`config.mk`:
```
export PLATFORM = sky130hd
export DESIGN_NAME = murmur3_32_hash_unit
export DESIGN_NICKNAME = d
export VERILOG_FILES = /design/src/rtl/mm3_pkg.sv /design/src/rtl/murmur3_32_hash_unit.sv /design/src/rtl/mm3_ctrl.sv /design/src/rtl/mm3_datapath.sv
export VERILOG_INCLUDE_DIRS = /design/src /design/src/rtl
export SDC_FILE = /design/constraint.sdc
export NUM_CORES = 2
export LEC_CHECK = 0
export BUFFER_PORTS_ARGS = -buffer_cell sky130_fd_sc_hd__buf_4
export CAP_MARGIN = 30
export CORE_MARGIN = 2
export CORE_UTILIZATION = 65
export CTS_CLUSTER_SIZE = 24
export DETAILED_ROUTE_END_ITERATION = 12
export PLACE_DENSITY_LB_ADDON = 0.25
export RECOVER_POWER = 100
export SYNTH_ARGS = -nofsm -noshare
export SYNTH_HDL_FRONTEND = slang
export SYNTH_SLANG_ARGS = --single-unit
```
`constraint.sdc`:
```
create_clock -name clk_i -period 11.2 [get_ports clk_i]
set_input_delay 0.56 -clock clk_i [delete_from_list [all_inputs] [get_ports clk_i]]
set_output_delay 0.56 -clock clk_i [all_outputs]
set_load 0.01 [all_outputs]
```
`src/rtl/assert_macros.svh`:
```
// ----------------------------------------------------------------------------
// Assertion macros
// Shared concurrent assertion forms for the hash unit.
// ----------------------------------------------------------------------------
`ifndef ASSERT_MACROS_SVH
`define ASSERT_MACROS_SVH

// Property must hold at every clock edge outside reset.
`define ASSERT_ALWAYS(label, clk, rstn, prop, msg) \
  label: assert property (@(posedge clk) disable iff (!(rstn)) (prop)) else $error(msg);

// Antecedent implies consequent in the same cycle.
`define ASSERT_IMPL(label, clk, rstn, ante, cons, msg) \
  label: assert property (@(posedge clk) disable iff (!(rstn)) (ante) |-> (cons)) else $error(msg);

// Antecedent implies consequent in the next cycle.
`define ASSERT_NEXT(label, clk, rstn, ante, cons, msg) \
  label: assert property (@(posedge clk) disable iff (!(rstn)) (ante) |=> (cons)) else $error(msg);

`endif

```
`src/rtl/mm3_pkg.sv`:
```
// ----------------------------------------------------------------------------
// mm3_pkg
// Types and constants shared by the MurmurHash3 x86_32 controller and datapath.
// ----------------------------------------------------------------------------
`timescale 1ns / 1ps

package mm3_pkg;

  localparam logic [31:0] MixC1  = 32'hcc9e2d51;
  localparam logic [31:0] MixC2  = 32'h1b873593;
  localparam logic [31:0] MixAdd = 32'he6546b64;
  localparam logic [31:0] FinM1  = 32'h85ebca6b;
  localparam logic [31:0] FinM2  = 32'hc2b2ae35;

  localparam logic [2:0] FullCount = 3'd4;

  typedef enum logic [2:0] {
    ST_IDLE,
    ST_MUL1,
    ST_MUL2,
    ST_MIX,
    ST_FIN1,
    ST_FIN2,
    ST_EMIT
  } state_e;

  typedef enum logic [1:0] {
    MUL_KEY1,
    MUL_KEY2,
    MUL_FIN1,
    MUL_FIN2
  } mul_sel_e;

  typedef struct packed {
    logic     load;
    logic     mul_en;
    mul_sel_e mul_sel;
    logic     mix;
    logic     out_load;
  } cmd_t;

  typedef struct packed {
    logic last;
    logic cnt_zero;
  } status_t;

endpackage

```
`src/rtl/murmur3_32_hash_unit.sv`:
```
// ----------------------------------------------------------------------------
// murmur3_32_hash_unit
// MurmurHash3 x86_32 over a message of little-endian 32-bit words.
// ----------------------------------------------------------------------------
//  channel  | direction | handshake                 | payload
//  ---------+-----------+---------------------------+----------------------------
//  in       | input     | in_valid_i / in_ready_o   | data_word, byte_count, last
//  out      | output    | out_valid_o / out_ready_i | hash_value
//  seed cfg | input     | seed_we_i                 | seed_i
//
//  A non-last word steps through accept, key multiply by C1, by C2, and fold.
//  A last item adds two finalizer multiplies and the result load;
//  an empty last item skips the C2 multiply and the fold. One multiplier unit.
//  The result register frees the input side; a last item that finishes while
//  the previous result is still pending holds until that transfer completes.
//  Reset clears the seed, the hash state and the output valid flag.
// ----------------------------------------------------------------------------
`timescale 1ns / 1ps
`include "assert_macros.svh"

module murmur3_32_hash_unit (
  input  logic        clk_i,
  input  logic        rst_ni,
  input  logic        seed_we_i,
  input  logic [31:0] seed_i,
  input  logic        in_valid_i,
  output logic        in_ready_o,
  input  logic [31:0] data_word_i,
  input  logic [2:0]  byte_count_i,
  input  logic        last_word_i,
  output logic        out_valid_o,
  input  logic        out_ready_i,
  output logic [31:0] hash_value_o
);
  import mm3_pkg::*;

  cmd_t    cmd;
  status_t status;

  // Sequencer: walks each item through multiply, mix and finalize steps.
  mm3_ctrl u_ctrl (
    .clk_i       (clk_i),
    .rst_ni      (rst_ni),
    .in_valid_i  (in_valid_i),
    .in_ready_o  (in_ready_o),
    .out_valid_o (out_valid_o),
    .out_ready_i (out_ready_i),
    .status_i    (status),
    .cmd_o       (cmd)
  );

  // Datapath: seed, running hash, byte count, multiplier, result register.
  mm3_datapath u_dp (
    .clk_i        (clk_i),
    .rst_ni       (rst_ni),
    .seed_we_i    (seed_we_i),
    .seed_i       (seed_i),
    .data_word_i  (data_word_i),
    .byte_count_i (byte_count_i),
    .last_word_i  (last_word_i),
    .cmd_i        (cmd),
    .status_o     (status),
    .hash_value_o (hash_value_o)
  );

  // A transfer into the block makes the sequencer busy next cycle.
  `ASSERT_NEXT(a_busy_after_accept, clk_i, rst_ni, in_valid_i && in_ready_o, !in_ready_o,
               "accepted item did not start the sequencer")
  // Never overwrite a result that is still waiting.
  `ASSERT_IMPL(a_no_result_overwrite, clk_i, rst_ni, cmd.out_load, !out_valid_o || out_ready_i,
               "result register overwritten while pending")
  // Finalizing runs only on the last item of a message.
  `ASSERT_ALWAYS(a_fin_only_last, clk_i, rst_ni, !(cmd.out_load && !status.last),
                 "result produced for a non-last item")

endmodule

```
`src/rtl/mm3_ctrl.sv`:
```
// ----------------------------------------------------------------------------
// mm3_ctrl
// Sequencer for the hash unit: steps one item through the shared multiplier.
// ----------------------------------------------------------------------------
`timescale 1ns / 1ps

module mm3_ctrl (
  input  logic            clk_i,
  input  logic            rst_ni,
  input  logic            in_valid_i,
  output logic            in_ready_o,
  output logic            out_valid_o,
  input  logic            out_ready_i,
  input  mm3_pkg::status_t status_i,
  output mm3_pkg::cmd_t    cmd_o
);
  import mm3_pkg::*;

  state_e state_q, state_d;
  logic   out_valid_q, out_valid_d;

  // Next state.
  always_comb begin
    state_d = state_q;
    case (state_q)
      ST_IDLE: if (in_valid_i) state_d = ST_MUL1;
      ST_MUL1: state_d = status_i.cnt_zero ? ST_FIN1 : ST_MUL2;
      ST_MUL2: state_d = ST_MIX;
      ST_MIX:  state_d = status_i.last ? ST_FIN1 : ST_IDLE;
      ST_FIN1: state_d = ST_FIN2;
      ST_FIN2: state_d = ST_EMIT;
      ST_EMIT: if (!out_valid_q || out_ready_i) state_d = ST_IDLE;
      default: state_d = ST_IDLE;
    endcase
  end

  // Commands.
  always_comb begin
    cmd_o         = '0;
    cmd_o.mul_sel = MUL_KEY1;
    in_ready_o    = 1'b0;
    case (state_q)
      ST_IDLE: begin
        in_ready_o = 1'b1;
        cmd_o.load = in_valid_i;
      end
      ST_MUL1: begin
        cmd_o.mul_en  = 1'b1;
        cmd_o.mul_sel = MUL_KEY1;
      end
      ST_MUL2: begin
        cmd_o.mul_en  = 1'b1;
        cmd_o.mul_sel = MUL_KEY2;
      end
      ST_MIX:  cmd_o.mix = 1'b1;
      ST_FIN1: begin
        cmd_o.mul_en  = 1'b1;
        cmd_o.mul_sel = MUL_FIN1;
      end
      ST_FIN2: begin
        cmd_o.mul_en  = 1'b1;
        cmd_o.mul_sel = MUL_FIN2;
      end
      ST_EMIT: cmd_o.out_load = !out_valid_q || out_ready_i;
      default: ;
    endcase
  end

  always_comb begin
    out_valid_d = out_valid_q;
    if (out_ready_i) out_valid_d = 1'b0;
    if (cmd_o.out_load) out_valid_d = 1'b1;
  end

  always_ff @(posedge clk_i or negedge rst_ni) begin
    if (!rst_ni) begin
      state_q     <= ST_IDLE;
      out_valid_q <= 1'b0;
    end else begin
      state_q     <= state_d;
      out_valid_q <= out_valid_d;
    end
  end

  assign out_valid_o = out_valid_q;

endmodule

```
`src/rtl/mm3_datapath.sv`:
```
// ----------------------------------------------------------------------------
// mm3_datapath
// Hash state, byte counter, shared 32x32 multiplier and result register.
// ----------------------------------------------------------------------------
`timescale 1ns / 1ps

module mm3_datapath (
  input  logic             clk_i,
  input  logic             rst_ni,
  input  logic             seed_we_i,
  input  logic [31:0]      seed_i,
  input  logic [31:0]      data_word_i,
  input  logic [2:0]       byte_count_i,
  input  logic             last_word_i,
  input  mm3_pkg::cmd_t    cmd_i,
  output mm3_pkg::status_t status_o,
  output logic [31:0]      hash_value_o
);
  import mm3_pkg::*;

  logic [31:0] seed_q;
  logic [31:0] h_q, h_d;
  logic [31:0] len_q, len_d;
  logic        in_msg_q, in_msg_d;
  logic [31:0] acc_q;
  logic [31:0] word_q;
  logic [2:0]  cnt_q;
  logic        last_q;
  logic [31:0] hash_q;

  logic [2:0]  cnt_in;
  logic [31:0] word_in;
  logic [31:0] mul_a, mul_b, mul_p;
  logic [31:0] fin_x, mix_r;

  // Clamp the count and drop unused tail bytes; non-last items count as full.
  always_comb begin
    cnt_in = FullCount;
    if (last_word_i) begin
      cnt_in = byte_count_i;
      if (byte_count_i inside {[3'd5:3'd7]}) cnt_in = FullCount;
    end
    case (cnt_in)
      3'd1:    word_in = {24'd0, data_word_i[7:0]};
      3'd2:    word_in = {16'd0, data_word_i[15:0]};
      3'd3:    word_in = {8'd0, data_word_i[23:0]};
      default: word_in = data_word_i;
    endcase
  end

  assign fin_x = h_q ^ len_q;

  // Shared multiplier, low 32 bits kept.
  always_comb begin
    case (cmd_i.mul_sel)
      MUL_KEY1: begin
        mul_a = word_q;
        mul_b = MixC1;
      end
      MUL_KEY2: begin
        mul_a = {acc_q[16:0], acc_q[31:17]};
        mul_b = MixC2;
      end
      MUL_FIN1: begin
        mul_a = fin_x ^ {16'd0, fin_x[31:16]};
        mul_b = FinM1;
      end
      MUL_FIN2: begin
        mul_a = acc_q ^ {13'd0, acc_q[31:13]};
        mul_b = FinM2;
      end
      default: begin
        mul_a = word_q;
        mul_b = MixC1;
      end
    endcase
    mul_p = mul_a * mul_b;
  end

  // Full block: rotate 13, times five plus constant. Tail: xor only.
  assign mix_r = {h_q[18:0] ^ acc_q[18:0], h_q[31:19] ^ acc_q[31:19]};

  always_comb begin
    h_d      = h_q;
    len_d    = len_q;
    in_msg_d = in_msg_q;
    if (cmd_i.load && !in_msg_q) begin
      h_d      = seed_q;
      len_d    = '0;
      in_msg_d = 1'b1;
    end
    if (cmd_i.mix) begin
      h_d   = (cnt_q == FullCount) ? ({mix_r[29:0], 2'b00} + mix_r + MixAdd)
                                   : (h_q ^ acc_q);
      len_d = len_q + {29'd0, cnt_q};
    end
    if (cmd_i.out_load) begin
      h_d      = '0;
      len_d    = '0;
      in_msg_d = 1'b0;
    end
  end

  always_ff @(posedge clk_i or negedge rst_ni) begin
    if (!rst_ni) begin
      seed_q   <= '0;
      h_q      <= '0;
      len_q    <= '0;
      in_msg_q <= 1'b0;
    end else begin
      if (seed_we_i) seed_q <= seed_i;
      h_q      <= h_d;
      len_q    <= len_d;
      in_msg_q <= in_msg_d;
    end
  end

  always_ff @(posedge clk_i) begin
    if (cmd_i.load) begin
      word_q <= word_in;
      cnt_q  <= cnt_in;
      last_q <= last_word_i;
    end
    if (cmd_i.mul_en) acc_q <= mul_p;
    if (cmd_i.out_load) hash_q <= acc_q ^ {16'd0, acc_q[31:16]};
  end

  assign status_o.last     = last_q;
  assign status_o.cnt_zero = (cnt_q == 3'd0);
  assign hash_value_o      = hash_q;

endmodule

```
; Word-level counts from Yosys, hierarchy flattened
; Index checks and enable logic that the tools add are counted.
; W data, S select, Z words.
[classes]
add_sub_neg = 3
mul = 1
reduce_logical = 12
mux = 26
eq_ne = 15
bitwise = 7
order_cmp = 2
[op_table]
columns = op, count
row1 = $pmux W32 S4, 2
row2 = $mux W32, 7
row3 = $pmux W32 S3, 1
row4 = $xor A32 B16 Y32, 2
row5 = $xor A32 B32 Y32, 2
row6 = $add A32 B3 Y32, 1
row7 = $add A32 B32 Y32, 1
row8 = $add A32 B32 Y32 const B, 1
row9 = $mul A32 B32 Y32, 1
row10 = $xor A32 B19 Y32, 1
row11 = $pmux W3 S7, 1
row12 = $xor A19 B19 Y19, 1
row13 = $mux W3, 6
row14 = $xor A13 B13 Y13, 1
row15 = $eq A3 B2 Y1 const B, 4
row16 = $eq A3 B3 Y1 const B, 4
row17 = $pmux W3 S4, 1
row18 = $mux W1, 8
row19 = $eq A3 B1 Y1 const B, 2
row20 = $logic_not A3 Y1, 2
row21 = $eq A2 B2 Y1 const B, 2
row22 = $reduce_bool A2 Y1, 2
row23 = $ge A3 B3 Y1 const B, 1
row24 = $le A3 B3 Y1 const B, 1
row25 = 9 further kinds, 11
[totals]
in_bits = 73
regBits = 201
wordCells = 77

; Logic depth before layout (Yosys ltp)
[logic_depth]
ltp_word = 6
ltp_mapped = 42
mapped_depth_nobuf = 37

; Cells and area by module
; A second synthesis with hierarchy kept.
[unflattened]
hier_cells = 2791
hier_area_um2 = 26907.1
[by_module_without_submodules]
columns = module, area_each_um2, n_inst, cells_per_inst
row1 = mm3_datapath, 26603.0, 1, 2757
row2 = mm3_ctrl, 304.0, 1, 34

; Least setup slack after synthesis
; Ideal clock, no wire load.
[synth_path]
path_type = flip-flop to flip-flop
startpoint = reg u_ctrl.state_q[0]
endpoint = reg u_dp.acc_q[25] (data pin)
setup_time_ns = 0.258
t_arrival_ns = 8.988
stages_incl_launch_ff = 35
path_slack_ns = 1.954
path_buffers = 6
cell_sequence = dfrtp_1 buf_2 nand3b_2 buf_2 nand2_1 clkinv_1 clkbuf_1 ha_1 clkbuf_1 clkbuf_1 a222oi_1 a21oi_1 clkbuf_1 and2_1 fa_1 fa_1 inv_1 fa_1 fa_1 inv_1 fa_1 inv_1 fa_1 inv_1 fa_1 fa_1 ha_1 a2111oi_0 and4b_1 o21ai_0 a31o_2 a21oi_1 o21bai_1 a21oi_1 xnor2_1
[synth_between]
elab_chain_len = 5
[synth_rtl]
columns = item, line_no
row1 = start: declaration, mm3_ctrl.sv:19  ; state_e state_q, state_d;
row2 = start signal: assignment, mm3_ctrl.sv:80  ; state_q <= state_d;
row3 = $eq A3 B3 Y1 (tied with other cells), mm3_ctrl.sv:42  ; case (state_q)
row4 = $pmux W3 S4 (*), mm3_ctrl.sv:42
row5 = $eq A2 B2 Y1 (tied with other cells), mm3_datapath.sv:55  ; case (cmd_i.mul_sel)
row6 = $pmux W32 S4, mm3_datapath.sv:55
row7 = $mul A32 B32 Y32 (*), mm3_datapath.sv:77  ; mul_p = mul_a * mul_b;
row8 = net u_dp.mul_p[25], mm3_datapath.sv:33  ; logic [31:0] mul_a, mul_b, mul_p;
row9 = end signal: assignment, mm3_datapath.sv:124  ; if (cmd_i.mul_en) acc_q <= mul_p;
row10 = end: declaration, mm3_datapath.sv:25  ; logic [31:0] acc_q;
; Mark *: on every way through the listed nets, which the timed path passes. The rest lies on a longest branch. The select of a mux whose other input is x is not followed.
; A chain may end at the register's enable or synchronous reset.

; Worst setup path after layout
[layout_path]
startpoint = reg u_ctrl.state_q[1]
endpoint = reg u_dp.acc_q[28] (data pin)
; Same word-level chain as after synthesis.

==> impl_metrics.toml <==
[sta]
fin_crit_ns = 10.61
hold_slack_ns = 0.241
rsz0062_at_grt = "no"
tns_ns = 0
fin_crit_sh = 0.947
slew_headroom = -1.32
setup_viol = 0
fmax_mhz = 94.3
worstMarginPinSlew_ns = 3.48
finalClockSkew_ns = 0.00954
slew_violations = 260
hold_viol = 0

[clock_tree]
cts_tree = "done"
cts_setup_buffers = 0
cts_max_level = 1
clkTransAtPathRegs_ns = 0.06
clock_latency_ns = 0.52
cts_buffer_depth = 3
cts.sinks = 201
cts_made_buffers = 22
clockRootBuffer = "clkbuf_16"

[die]
die_x_microns = 205
die_h_microns = 205
start_util = 0.660
std_cell_rows = 73
die_area_sq_mm = 0.0419
io_pins = 107
coreArea_sq_mm = 0.0397

[status]
failed_checks = "max-capacitance violations, max-slew violations"
status = "finished with violations"

[global_routing]
grt.overflow.total = 0
track_usage = 0.426
grt_pass1_vias = 20957
antenna_found_initial = 0
grt_max_degree = 74
grt_pass1_wl_mm = 130

[cells_and_area]
n_fill_cell = 3028
final_nets = 3449
syn_to_final_growth_pct = 7.42
antenna_cells = 0
final_cells = 3322
final_layout_size_suffix_gt1_frac = 0.0715

[logic_synthesis]
synth_edf_count = 100
ys_ff_latch = 201
synth_area_leaders = "fa_1 30%, edfxtp_1 11%, ha_1 9.8%"
synthTopCellsByCount = "581 x inv_1, 390 x fa_1, 205 x ha_1, 204 x nor2_1, 200 x nand2_1"
synth_area_leader_cell = "fa_1"
avgSynthCellArea_sq_um = 9.65
netlist_instances = 2715
synth_top_area_frac = 0.298
synth_nets = 3383
synth_seq_area_share = 0.211
synth.distinct_cells = 77
netlist_area_sq_mm = 0.0262
async_flop_share = 0.502
synth_ff_type = "dfrtp_1"
synth.yosys.warnings = 0
yosysMostFrequentCell = "inv_1"

[placement]
place_hpwl_mm = 71.3
gp_congestion = 1.04
io_buffers = 106
dp_cells = 3280

[critical_path]
crit_family = "adder cells"
crit_path_start = "u_ctrl.state_q[1]"
r2r_slack_ns = 0.59
cp_num_buf_inv = 7
startpoint_type = "flop"
crit_path_max_incr_delay_ns = 0.59
critPathKind = "reg -> reg"
cp_slowest_cell = "dfrtp_1"
worstPathArrival_ns = 10.87
required_ns = 11.46
critPathMaxFanout = 35
r2r_start = "u_ctrl.state_q[1]"
cp-end-kind = "flop"

[flow_run]
drv_cap = 6

[drt]
drtIter0Drc = 2843
drc = 0
num_vias = 20511
postRouteAntennaNets = 0
firstDrtPassIters = 6
wl_per_cell_microns = 26.1
drt-total-wl_mm = 86.8
viasPerCell = 6.17

[worst_hold_path]
hold_start = "data_word_i[1]"
min_path_type = "in -> reg"
==> cells in the final DEF, fill, tap and decap left out, types with 19 or more instances in the layout <==
| cell | n |
|---|---|
| a21o_1 | 36 |
| a21oi_1 | 87 |
| a221oi_1 | 19 |
| a22oi_1 | 19 |
| buf_4 | 87 |
| clkbuf_1 | 47 |
| clkbuf_16 | 24 |
| dfrtp_1 | 101 |
| edfxtp_1 | 100 |
| fa_1 | 390 |
| ha_1 | 205 |
| inv_1 | 581 |
| mux2_2 | 34 |
| nand2_1 | 200 |
| nand2b_1 | 26 |
| nand3_1 | 27 |
| nor2_1 | 201 |
| nor2b_1 | 23 |
| o21ai_0 | 75 |
| xnor2_1 | 159 |
| xor2_1 | 82 |
==> routing by layer <==
metal	vias up	wire (microns)	part of all wire	GRT usage
li1	8686	-	-	-
met1	10194	34600	0.40	0.624
met2	1413	36500	0.42	0.613
met3	218	12500	0.14	0.135
met4	0	3120	0.036	0.120
met5	-	0	0	0
==> through the flow <==
step	utilization	setup WS, ns	instance area (sq um)
finish	0.709	0.590	28200
detailed placement	0.694	1.16	27600
global route	0.709	0.365	28200
CTS	0.713	1.10	28300
global placement	0.693	1.38	27500
floorplan	-	1.95	26200
==> final cells by class <==
| cell class | instances | area [sq um] | share of cell area |
|---|---|---|---|
| Inverter | 586 | 2200 | 0.0781 |
| Clock inverter | 14 | 138 | 0.00489 |
| Multi-Input combinational cell | 1826 | 18100 | 0.642 |
| Clock buffer | 26 | 608 | 0.0216 |
| Sequential cell | 201 | 5530 | 0.196 |
| Timing Repair Buffer | 144 | 942 | 0.0335 |
| Tap cell | 525 | 657 | 0.0233 |
==> kinds of logic after synthesis <==
kind of cell	Yosys count	synth area share
XOR/XNOR	243	0.0815
flip-flops	201	0.211
multiplexers	43	0.0181
adder cells (fa/ha/maj)	595	0.396
AO/OA/AOI/OAI	369	0.0954
buffers and inverters	688	0.0999
AND/OR/NAND/NOR	576	0.0983
==> what timing repair did <==
item	in CTS	in global routing
hold endpoints to repair	28	0
gates resized for setup	0	0
hold buffers	1	0
==> final timing paths <==
path | depth (start not counted) | to
max | 33 | u_dp.acc_q[28]
min | 1 | u_dp.word_q[1]
max reg2reg | 33 | u_dp.acc_q[28]
min reg2reg | 1 | u_dp.seed_q[2]
max in group asynchronous | 4 | u_dp.seed_q[27]
min in group asynchronous | 2 | u_dp.len_q[21]
==> registers in the layout (all words and copies together) (netlist names) <==
name / flops
u_dp.word_q: 32
u_dp.cnt_q: 3
u_dp.in_msg_q: 1
u_dp.seed_q: 32
u_ctrl.state_q: 3
u_ctrl.out_valid_o: 1
u_dp.acc_q: 32
u_dp.h_q: 32
u_dp.last_q: 1
u_dp.len_q: 32
u_dp.hash_value_o: 32
Power is left out: the tool's default activity adds up to more than one toggle a clock period on the data nets, which glitch-free logic cannot reach.
